==> src/rtl/core/lbsp_pkg.sv <==
package lbsp_pkg;

   localparam int CHAN_W      = 8;
   localparam int PIX_W       = 3 * CHAN_W;
   localparam int WIN_N       = 5;
   localparam int LINES       = 4;
   localparam int DESC_W      = 16;
   localparam int CX_W        = 10;
   localparam int ROW_W       = 12;
   localparam int CFG_WIDTH_W = 11;
   localparam int CFG_DATA_W  = 11;
   localparam int CSR_IDX_W   = 2;
   localparam int MIN_WIDTH   = 5;
   localparam int DESC_START  = 4;
   localparam int CENTER_OFS  = 2;

   localparam logic [ROW_W-1:0]       ROW_MAX         = 12'd4095;
   localparam logic [CFG_WIDTH_W-1:0] WIDTH_RESET     = 11'd640;
   localparam logic [CHAN_W-1:0]      REL_RESET       = 8'd93;
   localparam logic [CHAN_W-1:0]      OFFSET_RESET    = 8'd0;

   typedef logic [PIX_W-1:0] pix_type;
   typedef pix_type [WIN_N-1:0] col_type;   // indexed by window row
   typedef col_type [WIN_N-1:0] win_type;   // indexed by window column

   typedef enum logic [CSR_IDX_W-1:0] {
      CSR_IMAGE_WIDTH      = 2'd0,
      CSR_REL_THRESHOLD    = 2'd1,
      CSR_THRESHOLD_OFFSET = 2'd2
   } csr_index_type;

   // Window column and row of the neighbor for descriptor bit 15 - k.
   localparam logic [2:0] NB_COL [16] = '{
      3'd1, 3'd3, 3'd3, 3'd1, 3'd3, 3'd2, 3'd1, 3'd2,
      3'd0, 3'd4, 3'd4, 3'd0, 3'd2, 3'd2, 3'd4, 3'd0
   };
   localparam logic [2:0] NB_ROW [16] = '{
      3'd3, 3'd1, 3'd3, 3'd1, 3'd2, 3'd1, 3'd2, 3'd3,
      3'd0, 3'd4, 3'd0, 3'd4, 3'd4, 3'd0, 3'd2, 3'd2
   };

endpackage

==> src/rtl/core/lbsp_desc.sv <==
module lbsp_desc
   import lbsp_pkg::*;
(
   input  win_type                        win,
   input  logic [CHAN_W-1:0]              rel,
   input  logic [CHAN_W-1:0]              offset,
   output logic [2:0][DESC_W-1:0]         desc
);

   always_comb begin
      logic [CHAN_W-1:0]   c;
      logic [CHAN_W-1:0]   n;
      logic [CHAN_W-1:0]   d;
      logic [CHAN_W-1:0]   t;
      logic [2*CHAN_W-1:0] prod;
      logic [CHAN_W:0]     tsum;
      desc = '0;
      for (int ch = 0; ch < 3; ch++) begin
         c    = win[2][2][CHAN_W*ch +: CHAN_W];
         prod = c * rel;
         tsum = {1'b0, prod[2*CHAN_W-1:CHAN_W]} + {1'b0, offset};
         t    = tsum[CHAN_W] ? {CHAN_W{1'b1}} : tsum[CHAN_W-1:0];
         for (int k = 0; k < DESC_W; k++) begin
            n = win[NB_COL[k]][NB_ROW[k]][CHAN_W*ch +: CHAN_W];
            d = (n > c) ? (n - c) : (c - n);
            desc[ch][DESC_W-1-k] = (d > t);
         end
      end
   end

endmodule
==> config.mk <==
export PLATFORM = sky130hd
export DESIGN_NAME = lbsp_desc
export DESIGN_NICKNAME = d
export VERILOG_FILES = /design/src/rtl/core/lbsp_pkg.sv /design/src/rtl/core/lbsp_desc.sv
export SDC_FILE = /design/constraint.sdc
export NUM_CORES = 2
export LEC_CHECK = 0
export ABC_AREA = 1
export BUFFER_PORTS_ARGS = -buffer_cell sky130_fd_sc_hd__buf_2
export CORE_MARGIN = 1.5
export CORE_UTILIZATION = 45
export DETAILED_ROUTE_END_ITERATION = 10
export GPL_TIMING_DRIVEN = 0
export REMOVE_ABC_BUFFERS = 1
export SLEW_MARGIN = 20
export SYNTH_ARGS = -nofsm -noshare
export SYNTH_HDL_FRONTEND = slang
export SYNTH_SLANG_ARGS = --single-unit
==> constraint.sdc <==
create_clock -name vclk -period 7.4
set_input_delay 0 -clock vclk [all_inputs]
set_output_delay 0 -clock vclk [all_outputs]
set_load 0.005 [all_outputs]
# After elaboration in Yosys (flattened, before gate mapping)
# Index checks and enable logic that the tools add are counted.
# W data, S select, Z words.
totals:
  in_bits: 616
  romBits: 0
  reg_bits: 0
  mem_bits_rw: 0
  latchBits: 0
  mem_count: 0
classes:
  addsub: 99
  eq_ne: 0
  n_div: 0
  n_bitwise: 0
  n_mul: 3
  muxes: 51
  magnitude_cmp: 96
  shift: 0
  reduce_logical: 0
ops:
  columns: ["op", "n"]
  rows:
  - ["$gt A8 B8 Y1", 96]
  - ["$sub A8 B8 Y8", 96]
  - ["$mux W8", 51]
  - ["$mul A8 B8 Y16", 3]
  - ["$add A8 B8 Y9", 3]

# Logic depth before layout (Yosys ltp)
logic_depth:
  ltp_word: 4
  mapped_depth: 36
  mapped_depth_nobuf: 35

# Worst setup path after synthesis
# Ideal clock, no wire load.
synth_path:
  path_kind: "input port to output port"
  startpoint: "input rel[7]"
  endpoint: "output desc[40] (netlist bit)"
  t_required_ns: 7.400
  setup_slack_ns: 1.262
  path_buffers: 1
  cell_stages: 28
  t_arrival_ns: 6.138
  cell_sequence: "clkbuf_1 > nand2_1 > fa_1 > fa_1 > inv_1 > fa_1 > inv_1 > fa_1 > inv_1 > ha_1 > a21oi_1 > o21ai_0 > a21oi_1 > xnor2_1 > ha_1 > a21oi_1 > nand2_1 > nand2_1 > nand2_1 > a21oi_1 > inv_1 > or2_2 > a21oi_1 > ha_1 > a21oi_1 > nor2_1 > a211oi_1 > a21oi_2"
synth_rtl:
  columns: ["element", "line_no", "rtl"]
  rows:
  - ["from (decl)", "lbsp_desc.sv:5", "input logic [CHAN_W-1:0] rel,"]
  - ["to (decl)", "lbsp_desc.sv:7", "output logic [2:0][DESC_W-1:0] desc"]

==> metrics.txt <==
commonest cells in the netlist inv_1 (1524), nand2_1 (1495), ha_1 (1179), a21oi_1 (542), nand3_1 (419); initial antenna violation count 57; number of hold violations in the final report 0; vias in the first global route 47200; clock buf count 0; type of the tightest min-delay check in -> out; residual DRC count 0; Net count, final 9853; first-pass GRT wire length 251000 µm; CTS Hold Buffers Added 0; Least-Margin Pin Slew 0.862 ns; Die Area 112000 µm²; most numerous cell in the Yosys netlist inv_1; Max VDD drop around 740 µV; Die X 335 µm; Detailed Place HPWL approximately 120000 µm; layout cells sized above 1 10.6%; Synth Instances 7517; Cell variety after synth 50; sequential power share 0%; hold path start win[440]; Comb pwr share 100.0%; fin crit share 94.7%; sequential cells 0; P_sw 0.0141 W; Layout Cells excl Fill approximately 9300; Worst EP required 7.40 ns; Internal Power 0.00877 W; minimum clock period 7.01 ns; Pleak roughly 32 nW; Yosys top cell by area ha_1; CP Launch Type primary input; Overall Global Routing Usage 27.8%; Yosys top cell area share 29.8%; fmax 143 MHz; power per cell area 427 nW/µm²; detailed-router iteration count before antenna repair 8; Layout area overhead 8.28%; gpl congestion 0.949; CP peak stage delay 0.54 ns; dpl cells 9258; Final setup viols 0; RSZ-0062 raised after global routing false; status completed; count of input and output buffers 472; Yosys warnings 0; Core Area approximately 110000 µm²; total gr overflow 0; Post-Route WL between 150000 and 200000 µm; starting density of the core 45.4%; post-synthesis sequential area ratio 0%; CP Class in -> out; Min-Delay Endpoint desc[29]; antenna-violating nets left 0; Crit-path slowest cell fa_1; Avg Inst Size Synth 6.59 µm²; Final Slew Violations 0; Max-slew headroom 42.5%; Synth area leaders ha_1 (30%), inv_1 (12%), nand2_1 (11%); I/O pin count 664; largest net degree at the start of global routing 42; Final Power 0.0229 W; Critical Path End Type primary output; Iter 0 DRT Violations a little under 3000; die height 335 µm; Reg area 0 µm²; drt wl/cell 17.3 µm; sw frac between 60% and 70%; Arrival @ worst endpoint 7.01 ns; vias ~49000; Maximum Capacitance Violations 0; hold-critical path depth 7; row count 121; Synth Cell Area 49500 µm²; vias per inst around 5.3; CP max FO 25; clock network power share 0%
routing by layer:
layer	share of wire (%)	up-vias	global-route usage [%]
met5	0.19	-	0
met3	6.6	261	3.08
met2	46	1325	47.6
met4	2.5	48	6.34
met1	45	22600	37.3
li1	-	25000	-
power groups by stage:
stage | logic [W] | registers (W) | clock network, W
final | 0.0229 | 0 | 0.000000000727
after CTS | 0.0228 | 0 | 0
after floorplan | 0.0144 | 0 | 0
after detailed placement | 0.0227 | 0 | 0
after global routing | 0.0260 | 0 | 0.000000000254
after global placement | 0.0195 | 0 | 0
stage by stage:
step                instance area [µm²]  hold slack, ns  TNS, ns  util, %  worst slack, ns
detailed placement                53400           0.718   -0.666     48.9           -0.191
global route                      53600           0.759        0     49.1          0.00870
CTS                               53400           0.718        0     49.0           0.0275
floorplan                         48600           0.431        0        -             1.57
global placement                  52700           0.727   -89.90     48.4            -2.09
finish                            53600           0.724        0     49.2            0.392
layout make-up:
class,count,area [µm²]
Inverter,1529,5750
Timing Repair Buffer,499,3000
Multi-Input combinational cell,5824,43000
Antenna cell,40,100
Tap cell,1414,1770
Fill cell,11500,55400
worst max path at each step:
| stage | end | start | slack, ns |
|---|---|---|---|
| finish | desc[34] | win[306] | 0.39 |
| global route | desc[34] | win[308] | 0.009 |
| CTS | desc[18] | win[297] | 0.03 |
| detailed placement | desc[18] | win[296] | -0.19 |
| global placement | desc[42] | win[305] | -2.09 |
| floorplan | desc[40] | rel[7] | 1.57 |
cell usage in the layout (no fill, tap or decap), types with 94 or more instances in the layout:
cell / instances
nand2_2: 94
a21oi_1: 535
xnor2_1: 131
nand4_1: 120
inv_1: 1500
a21o_1: 107
buf_2: 445
nand2_1: 1494
xor2_1: 302
fa_1: 204
nor2_1: 365
o21ai_0: 281
nand3_1: 419
mux2_2: 110
ha_1: 1179
critical path, delay by kind of cell:
kind,cells,cell delay (ns)
XOR/XNOR,1,0.15
adder cells (fa/ha/maj),7,2.95
AO/OA/AOI/OAI,8,1.86
buffers and inverters,7,1.18
AND/OR/NAND/NOR,6,0.82
cells by family after synthesis:
logic type                 count (synthesis)  share of synthesized area, %
xor gates and xnor gates                 433                          7.66
and+or+nand+nor                         2614                          22.9
adders and majority gates               1383                          38.0
buffers and inverters                   1693                          13.5
AOI/OAI and AO/OA                       1249                          14.7
muxes                                    145                          3.21
what timing repair did:
action                                  in CTS  in global routing
setup buffers                                0                  8
pin swaps                                    0                  1
endpoints found under the setup margin       9                 47
resized for setup                            8                 30
Note: power is estimated with default switching activity, not from simulation.
