### config.mk
export PLATFORM = sky130hd
export DESIGN_NAME = lbsp_col_cell
export DESIGN_NICKNAME = d
export VERILOG_FILES = /design/src/rtl/core/lbsp_pkg.sv /design/src/rtl/core/lbsp_col_cell.sv
export SDC_FILE = /design/constraint.sdc
export NUM_CORES = 1
export LEC_CHECK = 0
export ABC_AREA = 1
export BUFFER_PORTS_ARGS = -buffer_cell sky130_fd_sc_hd__buf_2
export CORE_MARGIN = 2
export CORE_UTILIZATION = 46
export DETAILED_ROUTE_END_ITERATION = 12
export GPL_TIMING_DRIVEN = 0
export HOLD_SLACK_MARGIN = 0.1
export PLACE_DENSITY = 0.91
export SLEW_MARGIN = 20
export SYNTH_ARGS = -nofsm -noshare
export SYNTH_HDL_FRONTEND = slang
export SYNTH_SLANG_ARGS = --single-unit
export TNS_END_PERCENT = 100
### constraint.sdc
create_clock -name clock -period 1.11 [get_ports clock]
set_input_delay 0.222 -clock clock [delete_from_list [all_inputs] [get_ports clock]]
set_output_delay 0.222 -clock clock [all_outputs]
set_load 0.1 [all_outputs]
### src/rtl/core/lbsp_pkg.sv
package lbsp_pkg;

   localparam int CHAN_W      = 8;
   localparam int PIX_W       = 3 * CHAN_W;
   localparam int WIN_N       = 5;
   localparam int LINES       = 4;
   localparam int DESC_W      = 16;
   localparam int CX_W        = 10;
   localparam int ROW_W       = 12;
   localparam int CFG_WIDTH_W = 11;
   localparam int CFG_DATA_W  = 11;
   localparam int CSR_IDX_W   = 2;
   localparam int MIN_WIDTH   = 5;
   localparam int DESC_START  = 4;
   localparam int CENTER_OFS  = 2;

   localparam logic [ROW_W-1:0]       ROW_MAX         = 12'd4095;
   localparam logic [CFG_WIDTH_W-1:0] WIDTH_RESET     = 11'd640;
   localparam logic [CHAN_W-1:0]      REL_RESET       = 8'd93;
   localparam logic [CHAN_W-1:0]      OFFSET_RESET    = 8'd0;

   typedef logic [PIX_W-1:0] pix_type;
   typedef pix_type [WIN_N-1:0] col_type;   // indexed by window row
   typedef col_type [WIN_N-1:0] win_type;   // indexed by window column

   typedef enum logic [CSR_IDX_W-1:0] {
      CSR_IMAGE_WIDTH      = 2'd0,
      CSR_REL_THRESHOLD    = 2'd1,
      CSR_THRESHOLD_OFFSET = 2'd2
   } csr_index_type;

   // Window column and row of the neighbor for descriptor bit 15 - k.
   localparam logic [2:0] NB_COL [16] = '{
      3'd1, 3'd3, 3'd3, 3'd1, 3'd3, 3'd2, 3'd1, 3'd2,
      3'd0, 3'd4, 3'd4, 3'd0, 3'd2, 3'd2, 3'd4, 3'd0
   };
   localparam logic [2:0] NB_ROW [16] = '{
      3'd3, 3'd1, 3'd3, 3'd1, 3'd2, 3'd1, 3'd2, 3'd3,
      3'd0, 3'd4, 3'd0, 3'd4, 3'd4, 3'd0, 3'd2, 3'd2
   };

endpackage

### src/rtl/core/lbsp_col_cell.sv
module lbsp_col_cell
   import lbsp_pkg::*;
(
   input  logic    clock,
   input  logic    reset,
   input  logic    shift,
   input  col_type col_in,
   output col_type col_out
);

   col_type col_ff;
   col_type col_in_next;

   always_comb begin
      col_in_next = shift ? col_in : col_ff;
   end

   always_ff @(posedge clock) begin
      if (reset) begin
         col_ff <= '0;
      end else begin
         col_ff <= col_in_next;
      end
   end

   assign col_out = col_ff;

endmodule

==> flow_summary.yaml, run 1 <==
status:
  outcome: "did not finish"
  stop_stage: "global routing (5_1_grt)"
  tool.error: "[ERROR GRT-0232] Routing congestion too high. Check the congestion heatmap in the GUI."
global_routing:
  gr-total-overflow: 344
  grt_max_degree: 17
  grt_util_all_layers_pct: 87.9
placed_design:
  port_buffers: 241
  dpl.hpwl_um: 9790
  postPlaceCellArea_um2: 6470
  pre_cts_ws_ns: -0.103
  place.gp.congestion: 0.822
cts:
  cts_root_buf: "clkbuf_8"
  clockBufferDepth: 2
  cts.htree.levels: 4
  cts.sinks: 120
  numCtsBuffers: 17
floorplanning:
  rows: 37
  die_y_um: 108
  initial_core_util_pct: 47.7
  ios: 243
  fp.dieW_um: 108
synthesis:
  synth_warnings: 0
  synth_area_um2: 4940
  synth_seq_cells: 120
  syn_inst: 761
  synth.avg_cell_area_um2: 6.50
  synthesis.nets: 884
  synth_cell_types: 8
  yosysSeqAreaShare_pct: 48.6
timing:
  worst_endpoint: "col_out[21]"
  worstEndpointType: "top-level output"
## per-stage QoR
stage          std cells  hold slack (ns)
3_5_place_dp        1138            0.451
2_1_floorplan        761            0.403
4_1_cts             1289            0.197
3_3_place_gp        1138            0.443
## layer usage
layer | GRT overflow | GRT usage (%)
met1 | 3 | 79.3
met2 | 214 | 107
met3 | 2 | 74.2
met4 | 125 | 102
met5 | 0 | 26.7
## cell families after synthesis
kind of cell / after synthesis / share of synthesized area [%]
buffers and inverters: 161 / 15.0
flip-flops: 120 / 48.6
AND/OR/NAND/NOR: 480 / 36.4
## cell usage after synthesis
library cell  count  area, um^2
buf_4             3        22.5
nor2_1          240         901
buf_2            22         110
buf_6            13         146
nand2_1         240         901
dfxtp_1         120        2400
inv_1           121         454
clkbuf_1          2        7.51
## what timing repair did
| action | CTS |
|---|---|
| buffers inserted | 1 |
| hold buffers | 120 |
| endpoints found under the setup margin | 120 |
| pin swaps | 0 |
| gates resized for setup | 481 |
| hold endpoints to repair | 120 |
==> inputs of run 2 (changes only) <==
--- a/config.mk
+++ b/config.mk
@@ -8,11 +8,10 @@
 export ABC_AREA = 1
 export BUFFER_PORTS_ARGS = -buffer_cell sky130_fd_sc_hd__buf_2
 export CORE_MARGIN = 2
-export CORE_UTILIZATION = 46
+export CORE_UTILIZATION = 40
 export DETAILED_ROUTE_END_ITERATION = 12
 export GPL_TIMING_DRIVEN = 0
-export HOLD_SLACK_MARGIN = 0.1
-export PLACE_DENSITY = 0.91
+export PLACE_DENSITY_LB_ADDON = 0.15
 export SLEW_MARGIN = 20
 export SYNTH_ARGS = -nofsm -noshare
 export SYNTH_HDL_FRONTEND = slang
==> flow_summary.yaml, run 2 <==
critical_path:
  cp-start-kind: "flop"
  cp_cell_sequence: "buf_12"
  cp_max_fo: 2
  critical_path.max_stage_delay_ns: 0.36
  end_kind: "output pin"
  slowest_stage: "dfxtp_4"
  crit_family: "flip-flops"
  critPathKind: "flop to output pin"
  cp_num_buf_inv: 1
  crit_required_ns: 0.89
  arrival_ns: 0.95
route:
  routed_wl_um: 15000
  first_pass_iters: 4
  wl_per_cell_um: 12.4
  drt_iter0_drc: 300
  drc: 0
  ant_nets: 0
  vias: 5165
  viasPerCell: 4.28
global_routing:
  antenna_found_initial: 1
  gr-total-overflow: 0
  grt_max_degree: 17
  first_global_vias: 5026
  grt_util_all_layers_pct: 23.1
  grt_pass1_wl_um: 23700
placed_design:
  port_buffers: 241
  dpl.hpwl_um: 9510
  place.gp.congestion: 0.771
  pre_cts_ws_ns: -0.112
finish:
  largest_register_ffs: 120
  final_cell_mix: "240 x nor2_1, 240 x nand2_1, 143 x buf_2"
  fillers: 901
  layout.nets: 1151
  drive_above_1_share_pct: 41.5
  area_growth_pct: 80.1
synthesis:
  syn_inst: 761
  synth_warnings: 0
  synth.avg_cell_area_um2: 6.50
  synth-edff-count: 0
  synth_cell_types: 8
  synth_seq_cells: 120
  synthDominantAreaCellType: "dfxtp_1"
  yosys.area_share.simple_pct: 36.4
  synth_top_family_by_area: "simple AND/OR/NAND/NOR gates"
  synth_compound_area_share_pct: 0
  synthTopCellsByCount: "240 x nand2_1, 240 x nor2_1, 121 x inv_1, 120 x dfxtp_1, 22 x buf_2"
  async_flop_share_pct: 0
  muxShareOfSynthArea_pct: 0
  synthAdderAreaFrac_pct: 0
  synth_area_um2: 4940
  ys.flop_type: "dfxtp_1"
  synthXorXnorAreaFrac_pct: 0
  synth.top_cells.by_area: "dfxtp_1 49%, nand2_1 18%, nor2_1 18%"
  yosysTopAreaCellShare_pct: 48.6
  synthesis.nets: 884
  yosysSeqAreaShare_pct: 48.6
floorplanning:
  die_y_um: 115
  fp.dieW_um: 115
  die_area_um2: 13300
  initial_core_util_pct: 41.0
  ios: 243
  coreArea_um2: 12100
  rows: 40
power:
  ir_worst_vdd_mv: 1.03
  total_leakage_power_nw: 4.79
  powerDensity_nw_per_um2: 1630
cts:
  cts_root_buf: "clkbuf_16"
  cts.sinks: 120
  postCtsHoldBufs: 0
  numCtsBuffers: 17
  clockBufferDepth: 2
  cts.htree.levels: 4
  path_clk_slew_ns: 0.05
  insertion_delay_ns: 0.41
  cts_tree: "done"
timing:
  fin_skew_ns: 0
  fin_ws_ns: -0.0588
  tightest_slew_ns: 0.442
  fin_crit_sh_pct: 105
  layout_min_cycle_time_ns: 1.17
  slew_headroom_pct: 70.5
  slew_violations: 0
  max_freq_mhz: 856
  rsz0062_at_grt: "yes"
  setup_viol: 120
  tns_ns: -5.41
  hold_viol_final: 0
status:
  outcome: "complete, but fails checks"
  violations: "negative setup slack"
flow_run:
  max_cap_viol_count: 0
min_path:
  min_path_type: "primary input to flop"
## run 2: cell counts after synthesis
Identical to the previous run, type by type.
## run 2: logic make-up after synthesis
kind of cell / Yosys count
flops: 120
simple gates: 480
buf+inv: 161
## run 2: layer usage
layer | track usage [%] | wire length [um] | up-vias
met3 | 8.49 | 1080 | 38
met4 | 11.8 | 486 | 0
met2 | 39.9 | 7650 | 180
li1 | - | - | 2690
met5 | 0 | 0 | -
met1 | 24.6 | 5810 | 2257
## run 2: power breakdown
| group | internal [mW] | switching (mW) |
|---|---|---|
| clock | 3.11 | 1.78 |
| combinational | 1.62 | 2.95 |
| sequential | 4.69 | 0.323 |
## run 2: repair_timing
action                     in CTS  in global routing
gates resized for setup       480                  3
buffers inserted                0                  7
setup endpoints to repair     120                120
## run 2: worst paths after layout
path | startpoint | to | slack (ns) | depth (start not counted)
min | col_in[20] | col_out[20] | 0.1 | 5
max | col_out[28] | col_out[28] | -0.06 | 1
min reg2reg | col_out[97] | col_out[97] | 0.49 | 2
max reg2reg | col_out[4] | col_out[4] | 0.36 | 3
## run 2: final cells by class
class                   instances  area [um^2]  area share (%)
multi-input cells             480         1800            20.2
clock inverters                 3         15.0           0.169
plain buffers                  40          287            3.22
diodes                          1         2.50          0.0281
well taps                     168          210            2.36
flip-flops and latches        120         2560            28.8
repair buffers                248         3060            34.4
inverters                     121          454            5.10
clock buffers                  27          513            5.76
## run 2: through the flow
| stage | hold slack (ns) | std cells | power, mW | cell area (um^2) | util [%] |
|---|---|---|---|---|---|
| floorplan | 0.403 | 761 | 7.82 | 5090 | - |
| global placement | 0.443 | 1170 | 8.48 | 6510 | 54.0 |
| detailed placement | 0.451 | 1170 | 8.49 | 6510 | 54.0 |
| CTS | 0.0776 | 1200 | 14.5 | 8840 | 73.3 |
| global route | 0.103 | 1208 | 15.0 | 8900 | 73.8 |
| finish | 0.0967 | 1208 | 14.5 | 8900 | 73.8 |
Note: power is estimated with default switching activity, not from simulation.
